File: config.mk
export PLATFORM = sky130hd
export DESIGN_NAME = stx_etx_frame_receiver
export DESIGN_NICKNAME = d
export VERILOG_FILES = /design/src/stxrx_pkg.sv /design/src/stx_etx_frame_receiver.sv
export SDC_FILE = /design/constraint.sdc
export NUM_CORES = 1
export LEC_CHECK = 0
export BUFFER_PORTS_ARGS = -buffer_cell sky130_fd_sc_hd__buf_2
export CAP_MARGIN = 20
export CELL_PAD_IN_SITES_DETAIL_PLACEMENT = 0
export CELL_PAD_IN_SITES_GLOBAL_PLACEMENT = 1
export CORE_MARGIN = 2
export CORE_UTILIZATION = 40
export DETAILED_ROUTE_END_ITERATION = 16
export GPL_ROUTABILITY_DRIVEN = 0
export HOLD_SLACK_MARGIN = 0.1
export PLACE_DENSITY_LB_ADDON = 0.1
export SKIP_LAST_GASP = 1
export SYNTH_ARGS = -nofsm -noshare
export SYNTH_HDL_FRONTEND = slang
export SYNTH_SLANG_ARGS = --single-unit
File: constraint.sdc
create_clock -name clk -period 6.5 [get_ports clk]
set_clock_uncertainty 0.15 [all_clocks]
set_input_delay 0.65 -clock clk [delete_from_list [all_inputs] [get_ports clk]]
set_output_delay 0.65 -clock clk [all_outputs]
set_load 0.05 [all_outputs]
File: src/stxrx_pkg.sv
// Package for the STX/ETX frame receiver: parse phases, status codes and framing bytes.
`default_nettype none

package stxrx_pkg;

    // Framing bytes
    localparam logic [7:0] STX_BYTE = 8'hF0;
    localparam logic [7:0] ETX_BYTE = 8'hFE;

    // Reset value of the gap timeout register
    localparam logic [15:0] GAP_TIMEOUT_RESET = 16'd100;

    // Configuration register indexes
    localparam logic CFG_ENABLE  = 1'b0;
    localparam logic CFG_TIMEOUT = 1'b1;

    // Input word kinds
    localparam logic OP_BYTE = 1'b0;
    localparam logic OP_TICK = 1'b1;

    // Frame status reported in the ETX position
    typedef enum logic [1:0] {
        ST_NONE    = 2'd0,
        ST_GOOD    = 2'd1,
        ST_BAD_ETX = 2'd2,
        ST_BAD_SUM = 2'd3
    } status_t;

    // Parse phases
    typedef enum logic [2:0] {
        PH_STX   = 3'd0,
        PH_TYPE  = 3'd1,
        PH_CMD   = 3'd2,
        PH_LENL  = 3'd3,
        PH_LENH  = 3'd4,
        PH_DATA  = 3'd5,
        PH_CHECK = 3'd6,
        PH_ETX   = 3'd7
    } phase_t;

    // Result word as carried on the master-side tdata
    typedef struct packed {
        logic [4:0]  pad;
        logic        gap_restart;
        status_t     frame_status;
        logic [15:0] frame_length;
        logic [7:0]  frame_command;
        logic [7:0]  frame_type;
        logic [7:0]  payload_byte;
    } result_t;

endpackage

`default_nettype wire

File: src/stx_etx_frame_receiver.sv
// STX/ETX frame receiver: byte-wise parser with XOR checksum and idle-gap restart.
//
// Usage:
//   The slave-side channel carries one word per cycle: a received byte
//   (tuser = 0) or one time tick (tuser = 1). Ticks advance a saturating idle
//   counter and give no result. Each byte taken while the receiver is enabled
//   gives exactly one result word on the master-side channel: the payload
//   byte (tuser marks it as payload, tlast marks the last payload byte), the
//   held header fields, the frame status in the ETX position and a flag for a
//   restart forced by the idle gap. Bytes taken while disabled give nothing.
//   An accepted byte's result is on the master side in the next cycle; the
//   rate is one word per cycle while the master side takes results, set by
//   the single state update of the parser between the input handshake and the result register.
//   A result waiting in the output register does not block input as long as
//   the master side takes it in the same cycle; when the master side stalls,
//   tready on the slave side drops until the result is taken.
//   Reset leaves the receiver disabled, the gap timeout at 100 ticks, the
//   parser waiting for STX and the output register empty.
//   Configuration: cfg_index 0 is the enable bit (a write of 1 restarts the
//   parser and clears the idle counter), cfg_index 1 is the gap timeout.
`default_nettype none

module stx_etx_frame_receiver (
    input  wire logic        clk,
    input  wire logic        rst_n,
    // slave side
    input  wire logic        s_axis_tvalid,
    output logic             s_axis_tready,
    input  wire logic [7:0]  s_axis_tdata,   // [7:0] rx_byte
    input  wire logic        s_axis_tuser,   // [0] opcode
    // master side
    output logic             m_axis_tvalid,
    input  wire logic        m_axis_tready,
    output logic [47:0]      m_axis_tdata,   // [7:0] payload_byte, [15:8] frame_type,
                                             // [23:16] frame_command, [39:24] frame_length,
                                             // [41:40] frame_status, [42] gap_restart, zero pad
    output logic             m_axis_tlast,   // payload_last
    output logic             m_axis_tuser,   // [0] payload_valid
    // configuration
    input  wire logic        cfg_we,
    input  wire logic        cfg_index,
    input  wire logic [15:0] cfg_data
);

    import stxrx_pkg::*;

    // Configuration registers
    logic        enable_reg;
    logic [15:0] timeout_reg;

    // Parser state
    phase_t      phase_reg,   phase_next;
    logic [7:0]  xor_reg,     xor_next;
    logic [7:0]  type_reg,    type_next;
    logic [7:0]  cmd_reg,     cmd_next;
    logic [15:0] length_reg,  length_next;
    logic [15:0] count_reg,   count_next;
    logic [7:0]  check_reg,   check_next;
    logic [15:0] idle_reg,    idle_next;

    // Output register
    logic        out_valid_reg;
    result_t     out_data_reg;
    logic        out_last_reg;
    logic        out_pv_reg;

    logic        in_accept;
    logic        byte_taken;
    result_t     res_next;
    logic        last_next;
    logic        pv_next;
    phase_t      phase_eff;
    logic [15:0] count_inc;

    assign s_axis_tready = !out_valid_reg || m_axis_tready;
    assign in_accept     = s_axis_tvalid && s_axis_tready;
    assign byte_taken    = in_accept && (s_axis_tuser == OP_BYTE) && enable_reg;
    assign count_inc     = count_reg + 16'd1;

    // Compute next parser state and the result word for one input word
    always_comb
    begin
        phase_next  = phase_reg;
        xor_next    = xor_reg;
        type_next   = type_reg;
        cmd_next    = cmd_reg;
        length_next = length_reg;
        count_next  = count_reg;
        check_next  = check_reg;
        idle_next   = idle_reg;
        pv_next     = 1'b0;
        last_next   = 1'b0;
        res_next    = '0;
        phase_eff   = phase_reg;

        if (in_accept && (s_axis_tuser == OP_TICK))
        begin
            if (idle_reg != 16'hFFFF)
                idle_next = idle_reg + 16'd1;
        end
        else if (byte_taken)
        begin
            // restart on a long idle gap before parsing this byte
            if (idle_reg >= timeout_reg)
            begin
                phase_eff            = PH_STX;
                res_next.gap_restart = 1'b1;
            end
            idle_next  = '0;
            phase_next = phase_eff;

            unique case (phase_eff)
                PH_STX:
                begin
                    if (s_axis_tdata == STX_BYTE)
                    begin
                        xor_next   = s_axis_tdata;
                        phase_next = PH_TYPE;
                    end
                end
                PH_TYPE:
                begin
                    type_next  = s_axis_tdata;
                    xor_next   = xor_reg ^ s_axis_tdata;
                    phase_next = PH_CMD;
                end
                PH_CMD:
                begin
                    cmd_next   = s_axis_tdata;
                    xor_next   = xor_reg ^ s_axis_tdata;
                    phase_next = PH_LENL;
                end
                PH_LENL:
                begin
                    length_next = {8'd0, s_axis_tdata};
                    xor_next    = xor_reg ^ s_axis_tdata;
                    phase_next  = PH_LENH;
                end
                PH_LENH:
                begin
                    length_next = {s_axis_tdata, length_reg[7:0]};
                    xor_next    = xor_reg ^ s_axis_tdata;
                    count_next  = '0;
                    phase_next  = ({s_axis_tdata, length_reg[7:0]} != 16'd0) ? PH_DATA
                                                                             : PH_CHECK;
                end
                PH_DATA:
                begin
                    xor_next              = xor_reg ^ s_axis_tdata;
                    count_next            = count_inc;
                    pv_next               = 1'b1;
                    res_next.payload_byte = s_axis_tdata;
                    if (count_inc == length_reg)
                    begin
                        last_next  = 1'b1;
                        phase_next = PH_CHECK;
                    end
                end
                PH_CHECK:
                begin
                    check_next = s_axis_tdata;
                    phase_next = PH_ETX;
                end
                PH_ETX:
                begin
                    if (s_axis_tdata != ETX_BYTE)
                        res_next.frame_status = ST_BAD_ETX;
                    else if (xor_reg != check_reg)
                        res_next.frame_status = ST_BAD_SUM;
                    else
                        res_next.frame_status = ST_GOOD;
                    phase_next = PH_STX;
                end
                default:
                begin
                    phase_next = PH_STX;
                end
            endcase
        end

        res_next.frame_type    = type_next;
        res_next.frame_command = cmd_next;
        res_next.frame_length  = length_next;

        // an enable write of 1 restarts the parser
        if (cfg_we && (cfg_index == CFG_ENABLE) && cfg_data[0])
        begin
            phase_next = PH_STX;
            idle_next  = '0;
        end
    end

    // Hold configuration
    always_ff @(posedge clk or negedge rst_n)
    begin
        if (!rst_n)
        begin
            enable_reg  <= 1'b0;
            timeout_reg <= GAP_TIMEOUT_RESET;
        end
        else if (cfg_we)
        begin
            case (cfg_index)
                CFG_ENABLE:  enable_reg  <= cfg_data[0];
                CFG_TIMEOUT: timeout_reg <= cfg_data;
                default:     ;
            endcase
        end
    end

    // Advance parser state
    always_ff @(posedge clk or negedge rst_n)
    begin
        if (!rst_n)
        begin
            phase_reg  <= PH_STX;
            xor_reg    <= '0;
            type_reg   <= '0;
            cmd_reg    <= '0;
            length_reg <= '0;
            count_reg  <= '0;
            check_reg  <= '0;
            idle_reg   <= '0;
        end
        else
        begin
            phase_reg  <= phase_next;
            xor_reg    <= xor_next;
            type_reg   <= type_next;
            cmd_reg    <= cmd_next;
            length_reg <= length_next;
            count_reg  <= count_next;
            check_reg  <= check_next;
            idle_reg   <= idle_next;
        end
    end

    // Output valid: load on a taken byte, drop when the word is taken
    always_ff @(posedge clk or negedge rst_n)
    begin
        if (!rst_n)
            out_valid_reg <= 1'b0;
        else if (byte_taken)
            out_valid_reg <= 1'b1;
        else if (m_axis_tready)
            out_valid_reg <= 1'b0;
    end

    // Output payload
    always_ff @(posedge clk)
    begin
        if (byte_taken)
        begin
            out_data_reg <= res_next;
            out_last_reg <= last_next;
            out_pv_reg   <= pv_next;
        end
    end

    assign m_axis_tvalid = out_valid_reg;
    assign m_axis_tdata  = out_data_reg;
    assign m_axis_tlast  = out_last_reg;
    assign m_axis_tuser  = out_pv_reg;

    // A free output register always lets input through
    a_ready_when_empty: assert property (@(posedge clk) disable iff (!rst_n)
        !out_valid_reg |-> s_axis_tready)
        else $error("input stalled with empty output register");

    // Every byte taken while enabled yields a result in the next cycle
    a_result_follows: assert property (@(posedge clk) disable iff (!rst_n)
        byte_taken |=> m_axis_tvalid)
        else $error("taken byte produced no result");

    // Status and payload never share a result word
    a_status_not_payload: assert property (@(posedge clk) disable iff (!rst_n)
        (m_axis_tvalid && (m_axis_tdata[41:40] != ST_NONE)) |-> !m_axis_tuser)
        else $error("status reported on a payload word");

    // Last marker only on payload words
    a_last_is_payload: assert property (@(posedge clk) disable iff (!rst_n)
        (m_axis_tvalid && m_axis_tlast) |-> m_axis_tuser)
        else $error("tlast on a non-payload word");

    // Payload count stays below the held length while in the payload phase
    a_count_bound: assert property (@(posedge clk) disable iff (!rst_n)
        (phase_reg == PH_DATA) |-> (count_reg < length_reg))
        else $error("payload count overran frame length");

endmodule

`default_nettype wire
* Word level (Yosys, flattened, before mapping) *
Index checks and enable logic that the tools add are counted.

cells by class
  add/subtract/negate cells = 2
  order comparisons = 1
  equal/unequal tests = 15
  mux-type cells = 33
  bitwise operators = 6
  reduce and logical (&&, ||, !) cells = 26

operators by type and width
  operator                                                                count
  16-bit two-way mux                                                      6
  16-bit one-hot mux with 2 select lines                                  2
  8-bit two-way mux                                                       7
  16-bit by 1-bit adder with 16-bit output (second input constant)        2
  3-bit two-way mux                                                       8
  3-bit one-hot mux with 8 select lines                                   1
  16-bit equality test                                                    1
  16-bit >= comparator                                                    1
  16-bit inequality test (second input constant)                          1
  8-bit one-hot mux with 2 select lines                                   1
  16-bit nonzero test                                                     1
  3-bit equality test (second input constant)                             4
  8-bit equality test (second input constant)                             1
  8-bit inequality test                                                   1
  8-bit inequality test (second input constant)                           1
  2-bit AND reduction                                                     4
  2-bit nonzero test                                                      4
  8-bit XOR                                                               1
  3-bit by 2-bit equality test with 1-bit output (second input constant)  2
  1-bit logical AND                                                       6
  2-bit two-way mux                                                       3
  3-bit AND reduction                                                     2
  1-bit two-way mux                                                       5
  1-bit NOT                                                               5
  other kinds (12)                                                        13

storage, ports and cells
  register bits = 146
  bits of input ports = 31
  output and inout bits = 52
  logic and storage cells = 103

* Logic depth before layout (Yosys ltp) *
Gate-level depths: netlist of run 1.

  depth in word-level cells = 12
  depth in mapped cells = 11
  mapped depth without buffers = 9

* Worst setup path before layout of run 1 *
No wires, ideal clock.

  path type = input port to flip-flop
  start = in m_axis_tready
  end = reg out_data_reg, in the netlist m_axis_tdata[32], data pin
  arrival time = 3.301 ns
  slack = 2.791 ns
  cell stages on the path = 6
  path buffers = 0
  path through = nand2b_1 -> nand4_1 -> inv_1 -> and3_1 -> nand2_1 -> a31o_2

on the way
  longest elaborated chain between the ends = 6
  elaborated cells on any way between the ends = 7
  those cells by class = mux: 2; reduce/logical: 5

RTL lines
  what                            RTL line                       text
  from (decl)                     stx_etx_frame_receiver.sv:33   input wire logic m_axis_tready,
  1-bit logical OR                stx_etx_frame_receiver.sv:75   assign s_axis_tready = !out_valid_reg || m_axis_tready;
  1-bit logical AND               stx_etx_frame_receiver.sv:76   assign in_accept = s_axis_tvalid && s_axis_tready;
  1-bit logical AND (2 in a row)  stx_etx_frame_receiver.sv:77   assign byte_taken = in_accept && (s_axis_tuser == OP_BYTE) && enable_reg;
  net byte_taken                  stx_etx_frame_receiver.sv:68   logic byte_taken;
  16-bit two-way mux              stx_etx_frame_receiver.sv:101  else if (byte_taken)
  16-bit two-way mux              stx_etx_frame_receiver.sv:96   if (in_accept && (s_axis_tuser == OP_TICK))
  net length_next[8]              stx_etx_frame_receiver.sv:56   logic [15:0] length_reg, length_next;
  to (signal assigned)            stx_etx_frame_receiver.sv:254  out_data_reg <= res_next;
  to (decl)                       stx_etx_frame_receiver.sv:63   result_t out_data_reg;

The timed path passes the listed nets, and every way through them passes these cells.
A chain may end at the register's enable or synchronous reset.

* Worst setup path in the final report of run 1 *
  start = reg idle_reg[0]
  end = reg out_data_reg, in the netlist m_axis_tdata[36], data pin

on the way
  longest elaborated chain between the ends = 8
  elaborated cells on any way between the ends = 9
  those cells by class = order compare: 1; eq/ne: 2; mux: 6

RTL lines
  what                                                                                          RTL line                       text
  from (decl)                                                                                   stx_etx_frame_receiver.sv:59   logic [15:0] idle_reg, idle_next;
  from (signal assigned)                                                                        stx_etx_frame_receiver.sv:234  idle_reg <= idle_next;
  16-bit >= comparator *                                                                        stx_etx_frame_receiver.sv:104  if (idle_reg >= timeout_reg)
  3-bit two-way mux *                                                                           stx_etx_frame_receiver.sv:104
  3-bit two-way mux *                                                                           stx_etx_frame_receiver.sv:101
  3-bit two-way mux *                                                                           stx_etx_frame_receiver.sv:96
  3-bit equality test / 3-bit by 2-bit equality test with 1-bit output (equally long branches)  stx_etx_frame_receiver.sv:112  unique case (phase_eff)
  16-bit one-hot mux with 2 select lines *                                                      stx_etx_frame_receiver.sv:112
  16-bit two-way mux *                                                                          stx_etx_frame_receiver.sv:101
  16-bit two-way mux *                                                                          stx_etx_frame_receiver.sv:96
  net length_next[12]                                                                           stx_etx_frame_receiver.sv:56

The timed path passes the listed nets; every way through them passes the cells marked *. The select of a mux whose other input is x is not followed.

==> impl_metrics.env, run 1 <==
export IMPL_yosysTopAreaCell="dfrtp_1"
export IMPL_drive_gt1_share_pct=25.60
export IMPL_routed_wl_um=17470
export IMPL_synth_top_cell_area_share_pct=34.11
export IMPL_nNetsFinal=747
export IMPL_required_ns=6.52
export IMPL_first_global_vias=5115
export IMPL_rsz0062_at_grt="no"
export IMPL_synth_flop_cell="dfrtp_1"
export IMPL_yosysSeqAreaShare_pct=54.00
export IMPL_antenna_left=0
export IMPL_n_fill_cell=1665
export IMPL_power_density_nw_per_um2=296.7
export IMPL_area_delta_synth_final_pct=15.92
export IMPL_grt_max_degree=72
export IMPL_cts_resized=0
export IMPL_cts_hold_buffers=1
export IMPL_num_vias=5190
export IMPL_hold_viol_final=0
export IMPL_syn_avg_cell_area_um2=11.41
export IMPL_worstSetupEndpoint="m_axis_tdata[36]"
export IMPL_synth_area_um2=7189
export IMPL_antenna_cells=0
export IMPL_setup_viol_count_final=0
export IMPL_max_freq_mhz=257.1
export IMPL_max_cap_viol_count=0
export IMPL_end_kind="register"
export IMPL_arrival_ns=3.91
export IMPL_reg2reg_slack_ns=2.61
export IMPL_wl_per_cell_um=18.59
export IMPL_startpoint="idle_reg[0]"
export IMPL_io_buffers=77
export IMPL_clk_path_buf_depth=2
export IMPL_initial_core_util_pct=40.44
export IMPL_worst_pin_slew_ns=0.9843
export IMPL_status="completed"
export IMPL_synthArstFlopShare_pct=69.18
export IMPL_fin_setup_tns_ns=0
export IMPL_reg2reg_to="m_axis_tdata[36]"
export IMPL_r2r_start="idle_reg[0]"
export IMPL_htree_levels=4
export IMPL_post_cts_setup_buffer_count=0
export IMPL_cts_tree="yes"
export IMPL_globalRouteOverflowTotal=0
export IMPL_clock_root_buffer="clkbuf_16"
export IMPL_finalMaxSlewViolations=0
export IMPL_p_leak_nw=3.612
export IMPL_worst_path_max_fanout=25
export IMPL_yosysUniqueCellTypes=65
export IMPL_grt_pass1_wl_um=28630
export IMPL_netlist_top_cells_count="dfrtp_1 (98), mux2_2 (48), edfxtp_1 (45), o21ai_0 (44), nand2_1 (43)"
export IMPL_utilization_pct=46.88
export IMPL_chipHeight_um=138.1
export IMPL_maxSlewHeadroom_pct=34.38
export IMPL_ios=83
export IMPL_clk_pin_slew_ns=0.07
export IMPL_worstSkewPairLatency_ns=0.42
export IMPL_ys_ff_latch=146
export IMPL_drc=0
export IMPL_die_area_um2=19060
export IMPL_period_needed_ns=3.889
export IMPL_vias_per_cell=5.521
export IMPL_reg2reg_depth=9
export IMPL_drt_iter0_drc=365
export IMPL_core_um2=17780
export IMPL_vdd_drop_max_v=0.0002076
export IMPL_largest_reg_flops=43
export IMPL_synth_edf_count=45
export IMPL_antenna_found_initial=0
export IMPL_cts_buffers=17
export IMPL_synth_warnings=0
export IMPL_synthTopCellsByArea="dfrtp_1 (34%), edfxtp_1 (19%), mux2_2 (7.5%)"
export IMPL_dp_hpwl_um=12090
export IMPL_synth_most_common_cell="dfrtp_1"
export IMPL_die_width_um=138.1
export IMPL_worst_setup_path_start_kind="register"
export IMPL_post_route_period_util_pct=59.84
export IMPL_min_delay_start="cfg_data[9]"
export IMPL_fp_row_count=49
export IMPL_hold_class="input pin to register"
export IMPL_clock_sinks=146
export IMPL_firstDrtPassIters=4
export IMPL_track_usage_pct=19.00
export IMPL_worstSetupPathType="register to register"
export IMPL_synthCells=630
## how the worst min path moves through the flow
stage,cells after the start,slack (ns),end
after global routing,2,0.29,timeout_reg[1]
after global placement,1,0.32,cmd_reg[1]
after CTS,2,0.29,timeout_reg[1]
after detailed placement,1,0.33,type_reg[0]
final,2,0.31,timeout_reg[9]
after floorplan,0,0.20,check_reg[0]
## stage by stage
| step | instances | cell area (µm²) | power [mW] | setup WS, ns | hold slack, ns |
|---|---|---|---|---|---|
| 5_1_grt | 940 | 8334 | 2.596 | 2.305 | 0.2852 |
| 6_report | 940 | 8334 | 2.473 | 2.611 | 0.3055 |
| 2_1_floorplan | 634 | 7204 | 1.403 | 2.791 | 0.2044 |
| 4_1_cts | 940 | 8334 | 2.499 | 2.608 | 0.2857 |
| 3_5_place_dp | 907 | 7727 | 1.508 | 2.629 | 0.3312 |
| 3_3_place_gp | 907 | 7727 | 1.495 | 2.707 | 0.3247 |
## layout make-up
class	count	area, µm²	share of cell area, %
tap	229	286.5	3.438
sequential	146	3882	46.58
clock inverter	15	171.4	2.057
clock buffer	17	425.4	5.104
inverter	25	93.84	1.126
multi-input combinational	427	3054	36.65
timing repair buffer	81	420.4	5.044
## metal layers
metal,GRT usage [%],routed length (µm),up-vias
li1,-,-,2457
met1,27.15,8262,2590
met2,29.26,8189,124
met3,3.776,751,19
met4,6.230,268,0
met5,0,0,-
## worst max-delay path, stage by stage (launching register included)
cell and delay (ns):
dfrtp_1 0.40, inv_1 0.06, ha_1 0.26, nand2b_1 0.14
a2111o_1 0.42, a31oi_1 0.21, and3_1 0.84, and3_1 0.52
nand2_1 0.30, a31o_2 0.32
## kinds of logic after synthesis
kind of cell,synth area share (%)
muxes,7.658
and+or+nand+nor,14.74
adders and majority gates,3.133
buffers and inverters,3.724
xor gates and xnor gates,4.020
other,0.05216
AOI/OAI and AO/OA,12.67
DFF,54.00
## cell usage in the layout, fill, tap and decap left out, drive strengths merged, types with 5 or more instances in the layout
cell type	count
a32o	10
clkbuf	17
and3	14
and2	13
edfxtp	45
clkinv	5
a21oi	15
o31ai	12
nand2	46
and4	6
a221o	8
o21ai	45
dfrtp	98
nor2	31
a31o	8
conb	5
ha	18
nand3	16
xor2	10
mux2	48
nor2b	7
inv	32
xnor2	23
a31oi	5
nor3	15
nand4	20
buf	80
## power by group
group          internal, mW  switching (mW)  leakage (nW)
sequential             1.07          0.0578          1.76
combinational         0.145           0.218          1.56
clock                 0.547           0.440         0.288
total                  1.76           0.715          3.61
Power figures use the tool's default switching activity.
==> run 2: changes to the inputs <==
==> constraint.sdc (replaced) <==
create_clock -name clk -period 4 [get_ports clk]
set_clock_uncertainty 0.15 [all_clocks]
set_input_delay 0.4 -clock clk [delete_from_list [all_inputs] [get_ports clk]]
set_output_delay 0.4 -clock clk [all_outputs]
set_load 0.05 [all_outputs]
==> impl_metrics.env, run 2 (synthesized netlist as in run 1, its figures left out) <==
export IMPL_largest_reg_flops=43
export IMPL_chipHeight_um=138.1
export IMPL_final_cell_mix="dfrtp_1 (98), buf_2 (76), mux2_2 (48)"
export IMPL_htree_levels=4
export IMPL_setup_viol_count_final=0
export IMPL_cts_buffers=17
export IMPL_max_cap_viol_count=0
export IMPL_finalMaxSlewViolations=0
export IMPL_clk_pin_slew_ns=0.06
export IMPL_fp_row_count=49
export IMPL_io_buffers=77
export IMPL_worstSetupPathType="register to register"
export IMPL_path_common_cell="and3_1"
export IMPL_worst_path_max_fanout=12
export IMPL_cts_resized=0
export IMPL_layout_commonest_cell="dfrtp_1"
export IMPL_fin_setup_tns_ns=0
export IMPL_worst_pin_slew_ns=0.8074
export IMPL_clk_path_buf_depth=2
export IMPL_firstDrtPassIters=4
export IMPL_period_needed_ns=3.406
export IMPL_worst_setup_path_start_kind="register"
export IMPL_p_leak_nw=3.669
export IMPL_die_width_um=138.1
export IMPL_max_stage_delay_ns=0.47
export IMPL_antenna_left=0
export IMPL_antenna_cells=0
export IMPL_antenna_found_initial=0
export IMPL_cpMaxStageDelayCell="and3_1"
export IMPL_drc=0
export IMPL_worstSkewPairLatency_ns=0.42
export IMPL_max_freq_mhz=293.6
export IMPL_finalPower_mw=3.882
export IMPL_power_density_nw_per_um2=458.5
export IMPL_post_route_period_util_pct=85.15
export IMPL_hold_viol_final=0
export IMPL_crit_chain="inv_1 > ha_1 > nand2b_1 > a2111o_1 > a31oi_1 > and3_1 > and3_1 > nand2_1 > a31o_2"
export IMPL_grt_max_degree=58
export IMPL_die_area_um2=19060
export IMPL_num_vias=5284
export IMPL_required_ns=4.02
export IMPL_dp_hpwl_um=12120
export IMPL_end_kind="register"
export IMPL_clock_root_buffer="clkbuf_16"
export IMPL_globalRouteOverflowTotal=0
export IMPL_ios=83
export IMPL_arrival_ns=3.42
export IMPL_core_um2=17780
export IMPL_initial_core_util_pct=40.44
export IMPL_status="completed"
export IMPL_cts_tree="yes"
export IMPL_nNetsFinal=767
export IMPL_drt_iter0_drc=337
export IMPL_routed_wl_um=17600
export IMPL_track_usage_pct=18.87
export IMPL_hold_class="input pin to register"
export IMPL_grt_pass1_wl_um=28570
export IMPL_clock_sinks=146
export IMPL_wl_per_cell_um=18.33
export IMPL_first_global_vias=5239
export IMPL_vias_per_cell=5.504
export IMPL_post_cts_setup_buffer_count=0
export IMPL_drive_gt1_share_pct=24.90
export IMPL_rsz0062_at_grt="no"
export IMPL_area_delta_synth_final_pct=17.77
export IMPL_vdd_drop_max_v=0.0002868
export IMPL_maxSlewHeadroom_pct=46.17
[run 2: cell count changes in the layout (fill, tap and decap cells not counted), sizes merged]
cell | previous run | this run
buf | 80 | 83
bufinv | 1 | 0
clkbuf | 17 | 19
clkinv | 5 | 8
clkinvlp | 2 | 1
dlygate4sd3 | 1 | 18
inv | 32 | 29
[run 2: worst paths after layout]
| kind | startpoint | to | slack, ns | depth (start not counted) |
|---|---|---|---|---|
| setup / recovery | idle_reg[0] | m_axis_tdata[39] | 0.59 | 9 |
| min in group asynchronous | rst_n | count_reg[15] | 0.47 | 2 |
| hold / removal | cfg_we | enable_reg | 0.16 | 4 |
| setup reg to reg | idle_reg[0] | m_axis_tdata[39] | 0.59 | 9 |
| hold reg to reg | cmd_reg[1] | cmd_reg[1] | 0.34 | 1 |
| max in group asynchronous | rst_n | length_reg[11] | 2.37 | 3 |
[run 2: area by class of cell]
| cell class | count | area (µm²) |
|---|---|---|
| fillers | 1669 | 9313 |
| flip-flops and latches | 146 | 3882 |
| multi-input cells | 427 | 3054 |
| repair buffers | 101 | 613.1 |
| clock buffers | 19 | 432.9 |
| well taps | 229 | 286.5 |
| clock inverters | 13 | 103.9 |
| inverters | 25 | 93.84 |
[run 2: what timing repair did]
item	4_1_cts	5_1_grt
endpoints found under the hold margin	69	0
hold buffers	18	0
endpoints found under the setup margin	0	0
[run 2: worst max-delay path, delay by kind of cell (launching register included)]
kind | cells | cell delay, ns
compound gates | 3 | 0.95
fa+ha+maj | 1 | 0.26
buf+inv | 1 | 0.06
flops | 1 | 0.39
simple gates | 4 | 1.34
[run 2: layer usage]
metal,share of wire [%],vias up,GRT usage (%)
li1,-,2503,-
met1,47,2666,25.44
met2,49,106,31.24
met3,3.2,9,4.122
met4,0.96,0,4.726
met5,0,-,0
[run 2: through the flow]
stage               worst slack (ns)  util [%]  hold WS (ns)  instances  area (µm²)
floorplan                     0.3440         -      -0.04559        634        7204
global placement              0.6845     43.59        0.3257        910        7750
detailed placement            0.6193     43.59        0.3321        910        7750
CTS                           0.5854     47.62        0.1365        960        8467
global route                  0.3423     47.62        0.1648        960        8467
finish                        0.5942     47.62        0.1553        960        8467
[run 2: power breakdown]
part           total [mW]  internal [mW]  switching [mW]
Combinational       0.608          0.249           0.359
Sequential           1.83           1.73           0.101
Clock                1.44          0.802           0.639
Total                3.88           2.78            1.10
==> run 3: changes to the inputs <==
--- a/config.mk
+++ b/config.mk
@@ -15,6 +15,7 @@
 export GPL_ROUTABILITY_DRIVEN = 0
 export HOLD_SLACK_MARGIN = 0.1
 export PLACE_DENSITY_LB_ADDON = 0.1
+export REMOVE_ABC_BUFFERS = 1
 export SKIP_LAST_GASP = 1
 export SYNTH_ARGS = -nofsm -noshare
 export SYNTH_HDL_FRONTEND = slang
==> impl_metrics.env, run 3 (synthesized netlist as in run 1, its figures left out) <==
export IMPL_firstDrtPassIters=5
export IMPL_die_area_um2=19060
export IMPL_final_cells=961
export IMPL_power_density_nw_per_um2=463.7
export IMPL_io_buffers=77
export IMPL_area_delta_synth_final_pct=17.98
export IMPL_p_clk_share_pct=37.8
export IMPL_grt_max_degree=69
export IMPL_reg2reg_depth=9
export IMPL_p_sw_mw=1.098
export IMPL_largest_reg_flops=43
export IMPL_rsz0062_at_grt="no"
export IMPL_required_ns=4.02
export IMPL_path_common_cell="and3_1"
export IMPL_fin_setup_tns_ns=0
export IMPL_whs_ns=0.1386
export IMPL_startpoint="idle_reg[0]"
export IMPL_max_freq_mhz=292.0
export IMPL_first_global_vias=5523
export IMPL_worstSkewPairLatency_ns=0.43
export IMPL_layout_commonest_cell="dfrtp_1"
export IMPL_utilization_pct=47.71
export IMPL_post_cts_setup_buffer_count=0
export IMPL_initial_core_util_pct=40.44
export IMPL_drt_iter0_drc=311
export IMPL_dpl_cell_area_um2=7757
export IMPL_maxSlewHeadroom_pct=39.01
export IMPL_final_cell_mix="dfrtp_1 (98), buf_2 (76), mux2_2 (48)"
export IMPL_clk_pin_slew_ns=0.06
export IMPL_drive_gt1_share_pct=24.73
export IMPL_globalRouteOverflowTotal=0
export IMPL_track_usage_pct=19.53
export IMPL_chipHeight_um=138.1
export IMPL_worst_setup_path_start_kind="register"
export IMPL_clk_path_buf_depth=2
export IMPL_max_stage_delay_ns=0.47
export IMPL_p_int_mw=2.835
export IMPL_finalPower_mw=3.933
export IMPL_die_width_um=138.1
export IMPL_routed_wl_um=17850
export IMPL_core_um2=17780
export IMPL_clock_sinks=146
export IMPL_num_vias=5240
export IMPL_cpMaxStageDelayCell="and3_1"
export IMPL_arrival_ns=3.45
export IMPL_max_cap_viol_count=0
export IMPL_r2r_start="idle_reg[0]"
export IMPL_ios=83
export IMPL_nNetsFinal=768
export IMPL_worstSetupPathType="register to register"
export IMPL_grt_pass1_wl_um=29460
export IMPL_status="completed"
export IMPL_antenna_left=0
export IMPL_fp_row_count=49
export IMPL_cts_buffers=17
export IMPL_end_kind="register"
export IMPL_reg2reg_slack_ns=0.57
export IMPL_cts_tree="yes"
export IMPL_seq_power_share_pct=46.6
export IMPL_crit_chain="inv_1 > ha_1 > nand2b_1 > a2111o_1 > a31oi_1 > and3_1 > and3_1 > nand2_1 > a31o_2"
export IMPL_pre_cts_slack_ns=0.6434
export IMPL_hold_class="input pin to register"
export IMPL_vias_per_cell=5.453
export IMPL_reg2reg_to="m_axis_tdata[34]"
export IMPL_drc=0
export IMPL_power_share_switching_pct=27.91
export IMPL_n_fill_cell=1673
export IMPL_antenna_cells=0
export IMPL_worst_pin_slew_ns=0.9148
export IMPL_postLayoutCellArea_um2=8482
export IMPL_vdd_drop_max_v=0.0002958
export IMPL_worstSetupEndpoint="m_axis_tdata[34]"
export IMPL_clock_root_buffer="clkbuf_16"
export IMPL_wl_per_cell_um=18.58
export IMPL_worst_path_max_fanout=12
export IMPL_post_place_cells=911
export IMPL_layout_setup_ws_ns=0.5748
export IMPL_htree_levels=4
export IMPL_finalMaxSlewViolations=0
export IMPL_combPwrFrac_pct=15.5
export IMPL_p_leak_nw=3.678
export IMPL_setup_viol_count_final=0
export IMPL_period_needed_ns=3.425
export IMPL_post_route_period_util_pct=85.63
export IMPL_hold_viol_final=0
export IMPL_antenna_found_initial=0
export IMPL_dp_hpwl_um=12030
-- run 3: cell types whose count changed in the layout (fill, tap and decap cells not counted), sizes merged --
cell	delta
clkinv	+1
buf	+1
inv	-2
bufinv	+1
-- run 3: worst min-delay path by stage --
stage                from           end  slack, ns  cells past startpoint
3_3_place_gp   cmd_reg[6]    cmd_reg[6]       0.33                      1
5_1_grt            cfg_we    enable_reg       0.18                      4
4_1_cts            cfg_we    enable_reg       0.13                      4
3_5_place_dp   cmd_reg[1]    cmd_reg[1]       0.33                      1
6_report           cfg_we    enable_reg       0.14                      4
2_1_floorplan       rst_n  check_reg[0]      -0.05                      0
-- run 3: per-layer routing --
layer  up-vias  GRT usage (%)  share of wire (%)
met2       108          31.45                 48
met4         0          7.250                1.3
met1      2618          26.49                 47
met3        13          3.672                3.2
met5         -              0                  0
li1       2501              -                  -
-- run 3: repair_timing --
action | in CTS | in global routing
gates resized for setup | 0 | 0
hold endpoints to repair | 80 | 0
hold buffers | 18 | 0
-- run 3: area by class of cell --
| cell class | instances | area [µm²] | share of cell area [%] |
|---|---|---|---|
| flip-flops and latches | 146 | 3882 | 45.77 |
| clock buffers | 19 | 432.9 | 5.104 |
| clock inverters | 13 | 111.4 | 1.313 |
| multi-input cells | 427 | 3054 | 36.01 |
| inverters | 25 | 93.84 | 1.106 |
| repair buffers | 102 | 620.6 | 7.317 |
| well taps | 229 | 286.5 | 3.378 |
-- run 3: power groups by stage --
| stage | clock [mW] | sequential, mW | combinational [mW] |
|---|---|---|---|
| after floorplan | 0 | 1.91 | 0.354 |
| after global placement | 0 | 1.86 | 0.581 |
| after detailed placement | 0 | 1.86 | 0.597 |
| after CTS | 1.53 | 1.83 | 0.615 |
| after global routing | 1.59 | 1.85 | 0.681 |
| final | 1.49 | 1.83 | 0.610 |
-- run 3: critical path, delay by kind of cell, from the launching register on --
kind                     cells  cell delay, ns
adder cells (fa/ha/maj)      1            0.26
AO/OA/AOI/OAI                3            0.97
flip-flops                   1            0.40
buffers and inverters        1            0.06
AND/OR/NAND/NOR              4            1.33
